### config.mk
export PLATFORM = sky130hd
export DESIGN_NAME = fuzzy_membership_evaluator
export DESIGN_NICKNAME = d
export VERILOG_FILES = /design/src/fme_pkg.sv /design/src/fuzzy_membership_evaluator.sv /design/src/fme_front.sv /design/src/fme_queue.sv /design/src/fme_back.sv
export VERILOG_INCLUDE_DIRS = /design/src /design/src/src
export SDC_FILE = /design/constraint.sdc
export NUM_CORES = 2
export LEC_CHECK = 0
export BUFFER_PORTS_ARGS = -buffer_cell sky130_fd_sc_hd__buf_2
export CORE_AREA = 3 3 453 343
export DETAILED_ROUTE_END_ITERATION = 6
export DIE_AREA = 0 0 456 346
export GPL_ROUTABILITY_DRIVEN = 0
export HOLD_SLACK_MARGIN = 0.1
export PLACE_DENSITY = 0.63
export SYNTH_ARGS = -nofsm -noshare
export SYNTH_HDL_FRONTEND = slang
export SYNTH_SLANG_ARGS = --single-unit
### constraint.sdc
create_clock -name i_clk -period 27.8 [get_ports i_clk]
set_input_delay 1.39 -clock i_clk [delete_from_list [all_inputs] [get_ports i_clk]]
set_output_delay 1.39 -clock i_clk [all_outputs]
set_load 0.005 [all_outputs]
### src/fuzzy_membership_evaluator_defines.svh
// Assertion macros shared by the fuzzy membership evaluator RTL.
`ifndef FUZZY_MEMBERSHIP_EVALUATOR_DEFINES_SVH
`define FUZZY_MEMBERSHIP_EVALUATOR_DEFINES_SVH
`ifndef SYNTHESIS
`define FME_ASSERT(lbl, clk, rst_n, prop, msg) \
    lbl: assert property (@(posedge clk) disable iff (!rst_n) prop) else $error(msg);
`define FME_ASSERT_ALWAYS(lbl, clk, prop, msg) \
    lbl: assert property (@(posedge clk) prop) else $error(msg);
`else
`define FME_ASSERT(lbl, clk, rst_n, prop, msg)
`define FME_ASSERT_ALWAYS(lbl, clk, prop, msg)
`endif
`endif

### src/fme_pkg.sv
// Shared types and constants of the fuzzy membership evaluator.
`timescale 1ns / 1ps
package fme_pkg;
    localparam int DATA_WIDTH = 16;
    localparam int FRAC_BITS  = 15;
    localparam int DEG_WIDTH  = 16;
    localparam int IDX_WIDTH  = 3;
    localparam int QUOT_BITS  = FRAC_BITS + 1;
    localparam logic [DEG_WIDTH-1:0] UNITY = DEG_WIDTH'(1) << FRAC_BITS;

    // Shape codes
    localparam logic [2:0] SHAPE_TRI  = 3'd0;
    localparam logic [2:0] SHAPE_TRAP = 3'd1;
    localparam logic [2:0] SHAPE_Z    = 3'd2;
    localparam logic [2:0] SHAPE_S    = 3'd3;
    localparam logic [2:0] SHAPE_PI   = 3'd4;

    // Register indexes
    localparam logic [IDX_WIDTH-1:0] REG_SHAPE = 3'd0;
    localparam logic [IDX_WIDTH-1:0] REG_BRK_A = 3'd1;
    localparam logic [IDX_WIDTH-1:0] REG_BRK_B = 3'd2;
    localparam logic [IDX_WIDTH-1:0] REG_BRK_C = 3'd3;
    localparam logic [IDX_WIDTH-1:0] REG_BRK_D = 3'd4;

    // How the back end turns the ramp ratio into a degree
    localparam logic [2:0] MODE_ZERO   = 3'd0;
    localparam logic [2:0] MODE_ONE    = 3'd1;
    localparam logic [2:0] MODE_RAMP   = 3'd2;
    localparam logic [2:0] MODE_SQ     = 3'd3;
    localparam logic [2:0] MODE_ONE_SQ = 3'd4;

    typedef struct packed {
        logic [2:0]            mode;
        logic                  bad;
        logic [DATA_WIDTH-1:0] num;
        logic [DATA_WIDTH-1:0] den;
    } t_item;
endpackage

### src/fuzzy_membership_evaluator.sv
// Top level of the fuzzy membership evaluator.
`timescale 1ns / 1ps
// Evaluates the membership degree of each signed 16-bit sample in a fuzzy set
// that is triangular, trapezoidal, Z, S or Pi shaped, set by up to four
// breakpoints. Samples arrive as words on the slave stream; each gives one
// word on the master stream with the Q1.15 degree in tdata and the flag for
// misordered breakpoints or an unknown shape in tuser. The configuration
// channel writes the shape (index 0) and the breakpoints a to d (indexes 1
// to 4); it is always ready and should be used only while no words are in
// flight. Writes to other indexes are dropped. A sample passes from
// acceptance to its result word through the classification register, the
// queue, the sixteen-stage divider (one quotient bit per stage), the squaring
// multiplier and the output register. While the receiver takes words, one
// word is accepted every cycle and the divider starts a new ramp each cycle.
// Synchronous active-low reset empties the pipeline and the queue and sets
// all configuration registers to zero (triangular shape). When the receiver
// stalls, the back end holds, the two-entry queue fills and the front end
// then stops accepting samples; nothing is lost.
module fuzzy_membership_evaluator (
    input  logic                                i_clk,
    input  logic                                i_rst_n,
    input  logic                                i_cfg_valid,
    output logic                                o_cfg_ready,
    input  logic [fme_pkg::IDX_WIDTH-1:0]       i_cfg_index,
    input  logic [fme_pkg::DATA_WIDTH-1:0]      i_cfg_data,
    input  logic                                i_s_axis_tvalid,
    output logic                                o_s_axis_tready,
    input  logic [fme_pkg::DATA_WIDTH-1:0]      i_s_axis_tdata,  // [15:0] sample
    output logic                                o_m_axis_tvalid,
    input  logic                                i_m_axis_tready,
    output logic [fme_pkg::DEG_WIDTH-1:0]       o_m_axis_tdata,  // [15:0] degree
    output logic                                o_m_axis_tuser   // [0] params_bad
);
    import fme_pkg::*;

    logic  fr_valid, q_full, q_valid, bk_pop;
    t_item fr_item, q_item;

    assign o_cfg_ready = 1'b1;

    fme_front u_front (
        .i_clk       (i_clk),
        .i_rst_n     (i_rst_n),
        .i_cfg_valid (i_cfg_valid),
        .i_cfg_index (i_cfg_index),
        .i_cfg_data  (i_cfg_data),
        .i_valid     (i_s_axis_tvalid),
        .o_ready     (o_s_axis_tready),
        .i_sample    (i_s_axis_tdata),
        .o_valid     (fr_valid),
        .i_ready     (!q_full),
        .o_item      (fr_item)
    );

    fme_queue u_queue (
        .i_clk   (i_clk),
        .i_rst_n (i_rst_n),
        .i_push  (fr_valid),
        .i_item  (fr_item),
        .o_full  (q_full),
        .i_pop   (bk_pop),
        .o_valid (q_valid),
        .o_item  (q_item)
    );

    fme_back u_back (
        .i_clk    (i_clk),
        .i_rst_n  (i_rst_n),
        .i_valid  (q_valid),
        .i_item   (q_item),
        .o_pop    (bk_pop),
        .o_valid  (o_m_axis_tvalid),
        .i_ready  (i_m_axis_tready),
        .o_degree (o_m_axis_tdata),
        .o_bad    (o_m_axis_tuser)
    );
endmodule

### src/fme_front.sv
// Front end: configuration registers and classification of each sample.
`timescale 1ns / 1ps
module fme_front (
    input  logic                             i_clk,
    input  logic                             i_rst_n,
    input  logic                             i_cfg_valid,
    input  logic [fme_pkg::IDX_WIDTH-1:0]    i_cfg_index,
    input  logic [fme_pkg::DATA_WIDTH-1:0]   i_cfg_data,
    input  logic                             i_valid,
    output logic                             o_ready,
    input  logic signed [fme_pkg::DATA_WIDTH-1:0] i_sample,
    output logic                             o_valid,
    input  logic                             i_ready,
    output fme_pkg::t_item                   o_item
);
    import fme_pkg::*;

    localparam int W1 = DATA_WIDTH + 1;
    localparam int W2 = DATA_WIDTH + 2;

    logic [2:0]                   r_shape;
    logic signed [DATA_WIDTH-1:0] r_a, r_b, r_c, r_d;
    logic                         r_valid;
    t_item                        r_item;
    t_item                        n_item;
    logic signed [W1-1:0] xa, bx, ba, cx, cb, dx, dc, xc;
    logic                 mab, mcd;

    always_ff @(posedge i_clk) begin
        if (!i_rst_n) begin
            r_shape <= SHAPE_TRI;
            r_a <= '0;
            r_b <= '0;
            r_c <= '0;
            r_d <= '0;
        end else if (i_cfg_valid) begin
            unique case (i_cfg_index)
                REG_SHAPE: r_shape <= i_cfg_data[2:0];
                REG_BRK_A: r_a <= i_cfg_data;
                REG_BRK_B: r_b <= i_cfg_data;
                REG_BRK_C: r_c <= i_cfg_data;
                REG_BRK_D: r_d <= i_cfg_data;
                default: ;
            endcase
        end
    end

    always_comb begin
        xa  = W1'(i_sample) - W1'(r_a);
        bx  = W1'(r_b) - W1'(i_sample);
        ba  = W1'(r_b) - W1'(r_a);
        cx  = W1'(r_c) - W1'(i_sample);
        cb  = W1'(r_c) - W1'(r_b);
        dx  = W1'(r_d) - W1'(i_sample);
        dc  = W1'(r_d) - W1'(r_c);
        xc  = W1'(i_sample) - W1'(r_c);
        mab = (W2'(i_sample) <<< 1) <= (W2'(r_a) + W2'(r_b));
        mcd = (W2'(i_sample) <<< 1) <= (W2'(r_c) + W2'(r_d));
    end

    // Works out which ramp feeds the divider and what to do with its ratio.
    always_comb begin
        n_item = '{mode: MODE_ZERO, bad: 1'b0, num: '0, den: '0};
        case (r_shape)
            SHAPE_TRI: begin
                if (r_a >= r_b || r_b >= r_c) n_item.bad = 1'b1;
                else if (i_sample <= r_a || i_sample >= r_c) n_item.mode = MODE_ZERO;
                else if (i_sample <= r_b) begin
                    n_item = '{MODE_RAMP, 1'b0, xa[DATA_WIDTH-1:0], ba[DATA_WIDTH-1:0]};
                end else begin
                    n_item = '{MODE_RAMP, 1'b0, cx[DATA_WIDTH-1:0], cb[DATA_WIDTH-1:0]};
                end
            end
            SHAPE_TRAP: begin
                if (r_a >= r_b || r_b > r_c || r_c >= r_d) n_item.bad = 1'b1;
                else if (i_sample <= r_a || i_sample >= r_d) n_item.mode = MODE_ZERO;
                else if (i_sample <= r_b) begin
                    n_item = '{MODE_RAMP, 1'b0, xa[DATA_WIDTH-1:0], ba[DATA_WIDTH-1:0]};
                end else if (i_sample <= r_c) n_item.mode = MODE_ONE;
                else begin
                    n_item = '{MODE_RAMP, 1'b0, dx[DATA_WIDTH-1:0], dc[DATA_WIDTH-1:0]};
                end
            end
            SHAPE_Z: begin
                if (r_a >= r_b) n_item.bad = 1'b1;
                else if (i_sample <= r_a) n_item.mode = MODE_ONE;
                else if (i_sample >= r_b) n_item.mode = MODE_ZERO;
                else if (mab) begin
                    n_item = '{MODE_ONE_SQ, 1'b0, xa[DATA_WIDTH-1:0], ba[DATA_WIDTH-1:0]};
                end else begin
                    n_item = '{MODE_SQ, 1'b0, bx[DATA_WIDTH-1:0], ba[DATA_WIDTH-1:0]};
                end
            end
            SHAPE_S: begin
                if (r_a >= r_b) n_item.bad = 1'b1;
                else if (i_sample <= r_a) n_item.mode = MODE_ZERO;
                else if (i_sample >= r_b) n_item.mode = MODE_ONE;
                else if (mab) begin
                    n_item = '{MODE_SQ, 1'b0, xa[DATA_WIDTH-1:0], ba[DATA_WIDTH-1:0]};
                end else begin
                    n_item = '{MODE_ONE_SQ, 1'b0, bx[DATA_WIDTH-1:0], ba[DATA_WIDTH-1:0]};
                end
            end
            SHAPE_PI: begin
                if (r_a >= r_b || r_b >= r_c || r_c >= r_d) n_item.bad = 1'b1;
                else if (i_sample <= r_a || i_sample >= r_d) n_item.mode = MODE_ZERO;
                else if (i_sample < r_b) begin
                    if (mab) n_item = '{MODE_SQ, 1'b0, xa[DATA_WIDTH-1:0], ba[DATA_WIDTH-1:0]};
                    else n_item = '{MODE_ONE_SQ, 1'b0, bx[DATA_WIDTH-1:0], ba[DATA_WIDTH-1:0]};
                end else if (i_sample <= r_c) n_item.mode = MODE_ONE;
                else if (mcd) begin
                    n_item = '{MODE_ONE_SQ, 1'b0, xc[DATA_WIDTH-1:0], dc[DATA_WIDTH-1:0]};
                end else begin
                    n_item = '{MODE_SQ, 1'b0, dx[DATA_WIDTH-1:0], dc[DATA_WIDTH-1:0]};
                end
            end
            default: n_item.bad = 1'b1;
        endcase
    end

    assign o_ready = !r_valid || i_ready;

    always_ff @(posedge i_clk) begin
        if (!i_rst_n) begin
            r_valid <= 1'b0;
        end else if (o_ready) begin
            r_valid <= i_valid;
        end
    end

    always_ff @(posedge i_clk) begin
        if (o_ready && i_valid) begin
            r_item <= n_item;
        end
    end

    assign o_valid = r_valid;
    assign o_item  = r_item;
endmodule

### src/fme_queue.sv
// Two-entry queue between the classifying front end and the arithmetic back end.
`timescale 1ns / 1ps
`include "fuzzy_membership_evaluator_defines.svh"
module fme_queue (
    input  logic           i_clk,
    input  logic           i_rst_n,
    input  logic           i_push,
    input  fme_pkg::t_item i_item,
    output logic           o_full,
    input  logic           i_pop,
    output logic           o_valid,
    output fme_pkg::t_item o_item
);
    import fme_pkg::*;

    t_item      r_mem [0:1];
    logic       r_wptr, r_rptr;
    logic [1:0] r_count;
    logic       do_push, do_pop;

    assign o_full  = (r_count == 2'd2);
    assign o_valid = (r_count != 2'd0);
    assign do_push = i_push && !o_full;
    assign do_pop  = i_pop && o_valid;
    assign o_item  = r_mem[r_rptr];

    always_ff @(posedge i_clk) begin
        if (!i_rst_n) begin
            r_wptr  <= 1'b0;
            r_rptr  <= 1'b0;
            r_count <= 2'd0;
        end else begin
            if (do_push) r_wptr <= !r_wptr;
            if (do_pop)  r_rptr <= !r_rptr;
            r_count <= r_count + 2'(do_push) - 2'(do_pop);
        end
    end

    always_ff @(posedge i_clk) begin
        if (do_push) begin
            r_mem[r_wptr] <= i_item;
        end
    end

    `FME_ASSERT(a_count_range, i_clk, i_rst_n, r_count != 2'd3, "queue count out of range")
    `FME_ASSERT(a_fill, i_clk, i_rst_n, (do_push && !do_pop) |=> (r_count == $past(r_count) + 2'd1), "queue fill lost")
    `FME_ASSERT(a_ptr_gap, i_clk, i_rst_n, (r_count == 2'd1) |-> (r_wptr != r_rptr), "queue pointers disagree with count")
endmodule

### src/fme_back.sv
// Back end: pipelined ramp divider, squaring stage and output register.
`timescale 1ns / 1ps
`include "fuzzy_membership_evaluator_defines.svh"
module fme_back (
    input  logic                           i_clk,
    input  logic                           i_rst_n,
    input  logic                           i_valid,
    input  fme_pkg::t_item                 i_item,
    output logic                           o_pop,
    output logic                           o_valid,
    input  logic                           i_ready,
    output logic [fme_pkg::DEG_WIDTH-1:0]  o_degree,
    output logic                           o_bad
);
    import fme_pkg::*;

    localparam int NS = QUOT_BITS;
    localparam int PW = 2 * DEG_WIDTH;

    logic                  r_vld  [0:NS-1];
    logic [DATA_WIDTH-1:0] r_rem  [0:NS-1];
    logic [DATA_WIDTH-1:0] r_den  [0:NS-1];
    logic [DEG_WIDTH-1:0]  r_quo  [0:NS-1];
    logic [2:0]            r_mode [0:NS-1];
    logic                  r_bad  [0:NS-1];
    logic [DATA_WIDTH-1:0] n_rem  [0:NS-1];
    logic [DEG_WIDTH-1:0]  n_quo  [0:NS-1];

    logic                 r_pv, r_pbad;
    logic [2:0]           r_pmode;
    logic [DEG_WIDTH-1:0] r_pt;
    logic [PW-1:0]        r_prod;
    logic                 r_ov, r_obad;
    logic [DEG_WIDTH-1:0] r_odeg;
    logic [DEG_WIDTH-1:0] n_odeg;
    logic [DEG_WIDTH:0]   sq;
    logic                 en;

    // The whole pipeline moves when the output register is free or drained.
    assign en    = !r_ov || i_ready;
    assign o_pop = en;

    // One quotient bit per stage; the first stage handles a ratio of exactly one.
    always_comb begin
        logic [DATA_WIDTH:0] trial;
        trial = {1'b0, i_item.num};
        if (trial >= {1'b0, i_item.den}) begin
            n_rem[0] = DATA_WIDTH'(trial - {1'b0, i_item.den});
            n_quo[0] = DEG_WIDTH'(1);
        end else begin
            n_rem[0] = DATA_WIDTH'(trial);
            n_quo[0] = '0;
        end
        for (int s = 1; s < NS; s++) begin
            trial = {r_rem[s-1], 1'b0};
            if (trial >= {1'b0, r_den[s-1]}) begin
                n_rem[s] = DATA_WIDTH'(trial - {1'b0, r_den[s-1]});
                n_quo[s] = {r_quo[s-1][DEG_WIDTH-2:0], 1'b1};
            end else begin
                n_rem[s] = DATA_WIDTH'(trial);
                n_quo[s] = {r_quo[s-1][DEG_WIDTH-2:0], 1'b0};
            end
        end
    end

    always_ff @(posedge i_clk) begin
        if (!i_rst_n) begin
            for (int s = 0; s < NS; s++) r_vld[s] <= 1'b0;
            r_pv <= 1'b0;
            r_ov <= 1'b0;
        end else if (en) begin
            r_vld[0] <= i_valid;
            for (int s = 1; s < NS; s++) r_vld[s] <= r_vld[s-1];
            r_pv <= r_vld[NS-1];
            r_ov <= r_pv;
        end
    end

    always_ff @(posedge i_clk) begin
        if (en) begin
            for (int s = 0; s < NS; s++) begin
                r_rem[s] <= n_rem[s];
                r_quo[s] <= n_quo[s];
            end
            r_den[0]  <= i_item.den;
            r_mode[0] <= i_item.mode;
            r_bad[0]  <= i_item.bad;
            for (int s = 1; s < NS; s++) begin
                r_den[s]  <= r_den[s-1];
                r_mode[s] <= r_mode[s-1];
                r_bad[s]  <= r_bad[s-1];
            end
            r_pt    <= r_quo[NS-1];
            r_prod  <= r_quo[NS-1] * r_quo[NS-1];
            r_pmode <= r_mode[NS-1];
            r_pbad  <= r_bad[NS-1];
            r_odeg  <= n_odeg;
            r_obad  <= r_pbad;
        end
    end

    // Twice the square in Q15 is the product shifted down by one bit less.
    assign sq = r_prod[FRAC_BITS-1 +: DEG_WIDTH+1];

    always_comb begin
        unique case (r_pmode)
            MODE_ZERO:   n_odeg = '0;
            MODE_ONE:    n_odeg = UNITY;
            MODE_RAMP:   n_odeg = r_pt;
            MODE_SQ:     n_odeg = sq[DEG_WIDTH-1:0];
            MODE_ONE_SQ: n_odeg = DEG_WIDTH'({1'b0, UNITY} - sq);
            default:     n_odeg = '0;
        endcase
        if (r_pbad) n_odeg = '0;
    end

    assign o_valid  = r_ov;
    assign o_degree = r_odeg;
    assign o_bad    = r_obad;

    `FME_ASSERT(a_bad_zero, i_clk, i_rst_n, (r_ov && r_obad) |-> (r_odeg == '0), "flagged word carries a degree")
    `FME_ASSERT(a_deg_max, i_clk, i_rst_n, r_ov |-> (r_odeg <= UNITY), "degree above one")
    `FME_ASSERT(a_hold, i_clk, i_rst_n, !en |=> $stable(r_vld[NS-1]), "divider moved while stalled")
endmodule
==> flow_summary.ini <==
[outcome]
status = finished clean

[die]
core_sq_um = 151600
dieArea_sq_um = 157800
start_util = 0.3985
ioPinCount = 60
rows = 124
die-height_microns = 346
die_w_microns = 456

[critical_path]
path_cells = inv_1 -> nor2_1 -> inv_1 -> fa_1 -> inv_1 -> fa_1 -> fa_1 -> fa_1 -> inv_1 -> fa_1 -> inv_1 -> fa_1 -> ha_1 -> a21o_1 -> a221oi_1 -> o21ai_0 -> a2111oi_2 -> o31ai_1 -> o31a_1 -> a21o_1 -> a21oi_2 -> xnor2_1
critPathBufInv = 5
critical_path.top_delay_family = adder cells
crit_type = flop to flop
cp_max_fo = 18
crit_path_max_incr_delay_ps = 880
cp_slowest_cell = edfxtp_1
cp.arrival_ps = 8040
start_kind = flop
endpoint_kind = flop
cp_common_cell = fa_1
critPathRequiredTime_ps = 28270

[routing]
vias = 41430
drt-total-wl_mm = 144.9
routed_via_density = 5.362
drc = 0
antenna_left = 0
firstDrtPassIters = 6
drt_first_iter_violations = 3825
wire_per_inst_microns = 18.75

[synth]
yosysSeqAreaShare = 0.4494
syn_inst = 5594
synth_top_flop_cell = edfxtp_1
syn-num-nets = 6363
synth_seq_cells = 932
yosys_warnings = 0
avgSynthCellArea_sq_um = 10.80
synth_edf_count = 848
syn-cell-area_sq_um = 60400
synth_cell_types = 98
ys_async_sr_fraction = 0

[global_route]
grt_pass1_vias = 40190
grt_max_degree = 159
grt_use_total = 0.1812
grt_pass1_wl_mm = 227.6
antenna_found_initial = 1
overflow = 0

[layout]
drive_gt1_frac = 0.08057
multiInputGateArea_sq_um = 30260
fin_area_sq_um = 66060
fill_cells = 13990
layout_common_cells = 848 x edfxtp_1, 647 x inv_1, 538 x ha_1
nets = 6402
area_delta_synth_final_pct = 9.365
layout_commonest_cell = edfxtp_1
seq_area_sq_um = 27150

[cts]
clockRootBuffer = clkbuf_16
cts_tree = built
htree_levels = 3
hold_buffers = 0
post-cts-setup-buffers = 0
cts_sinks = 932
ctsResizeCount = 0
cts-buffers-inserted = 92
clock_latency_ps = 730
clkTransAtPathRegs_ps = 70
clk_path_buf_depth = 3

[timing]
period_share = 0.2724
setup_viol = 0
tns_ps = 0
fmax_ghz = 0.1320
min_period_ps = 7573
rsz0062_at_grt = no
fin_worst_skew_ps = 46.09
worstMarginPinSlew_ps = 1287
final_hold_viol_count = 0
relSlewSlack = 0.1356
slew_viol_final = 0

[place]
place_area_sq_um = 62910
dp_hpwl_mm = 110.3
io_buffers = 58

[worst_hold_path]
worstHoldPathType = flop to flop

[run]
max-cap-violations = 0
-- path summary, 6_finish.rpt --
kind | start | end | slack (ps) | depth (start not counted)
min reg2reg | u_back.r_quo[0][113] | u_back.r_quo[1][2] | 380 | 0
min | u_back.r_quo[0][113] | u_back.r_quo[1][2] | 380 | 0
max reg2reg | u_back.r_quo[1][116] | u_back.r_prod[29] | 20230 | 22
max | u_back.r_quo[1][116] | u_back.r_prod[29] | 20230 | 22
-- final cells by class --
| type | instances | area share |
|---|---|---|
| Antenna cell | 1 | 0.00003788 |
| Clock buffer | 107 | 0.03591 |
| Clock inverter | 63 | 0.01174 |
| Inverter | 649 | 0.03699 |
| Multi-Input combinational cell | 3869 | 0.4581 |
| Sequential cell | 932 | 0.4110 |
| Tap cell | 2016 | 0.03818 |
| Timing Repair Buffer | 89 | 0.008107 |
-- stage by stage --
| stage | worst slack [ps] | hold WS (ps) | std cells | util |
|---|---|---|---|---|
| 6_report | 20230 | 384.3 | 7726 | 0.4358 |
| 3_3_place_gp | 20390 | 400.7 | 7555 | 0.4150 |
| 4_1_cts | 20230 | 382.5 | 7725 | 0.4358 |
| 2_1_floorplan | 4491 | 400.3 | 5594 | - |
| 5_1_grt | 19870 | 397.9 | 7726 | 0.4358 |
| 3_5_place_dp | 20170 | 404.5 | 7555 | 0.4150 |
-- cells by family after synthesis --
| logic type | after synthesis | synth area share |
|---|---|---|
| fa+ha+maj | 729 | 0.1747 |
| mux | 179 | 0.03287 |
| compound gates | 1166 | 0.1264 |
| simple gates | 1435 | 0.1136 |
| flops | 932 | 0.4494 |
| buf+inv | 793 | 0.05083 |
| xor+xnor | 359 | 0.05206 |
| other cells | 1 | 0.00006208 |
-- per-layer routing --
metal | vias up | part of all wire | GRT usage
met5 | - | 0.00087 | 0.005621
met2 | 1315 | 0.42 | 0.2622
met1 | 19930 | 0.47 | 0.2644
met4 | 2 | 0.027 | 0.05113
li1 | 19990 | - | -
met3 | 198 | 0.084 | 0.04926
-- sequential cells by signal, summed over array words and instances, names as in the netlist, 2 cells and up, named ones only --
register and cells:
u_back.r_den 240, u_front.o_item 36, u_queue.r_count 2, u_back.r_rem 240, u_back.r_prod 17, u_back.r_pt 15
u_queue.r_mem 72, u_front.r_shape 3, u_back.r_bad 16, u_front.r_a 16, u_back.r_mode 48, u_back.r_pmode 3
u_front.r_d 16, u_back.o_degree 16, u_front.r_c 16, u_back.r_quo 136, u_back.r_vld 16, u_front.r_b 16
-- synthesized netlist by cell type (18+ instances only) --
cell,n,share of area
edfxtp_1,848,0.42
inv_1,647,0.040
ha_1,538,0.11
nand2_1,424,0.026
a21oi_1,375,0.031
nor2_1,364,0.023
xnor2_1,253,0.037
fa_1,191,0.063
o21ai_0,180,0.015
mux2_2,126,0.023
nor3_1,118,0.0098
xor2_1,106,0.015
a21o_1,97,0.012
and2_1,97,0.010
a21boi_0,88,0.011
clkbuf_1,88,0.0055
dfxtp_1,84,0.028
nand3_1,76,0.0063
nand4_1,66,0.0068
nor2b_1,66,0.0068
nand2b_1,61,0.0063
o21a_1,60,0.0075
or3_1,48,0.0050
mux2i_1,45,0.0075
a31oi_1,44,0.0046
buf_2,40,0.0033
a22oi_1,29,0.0036
or2_2,28,0.0029
o31ai_1,27,0.0034
and3_1,26,0.0027
o21bai_1,22,0.0027
o211ai_1,21,0.0026
a211oi_1,18,0.0022
Power is not shown: default switching activity piles up to over one toggle a cycle in this logic, so the estimate is an artifact.
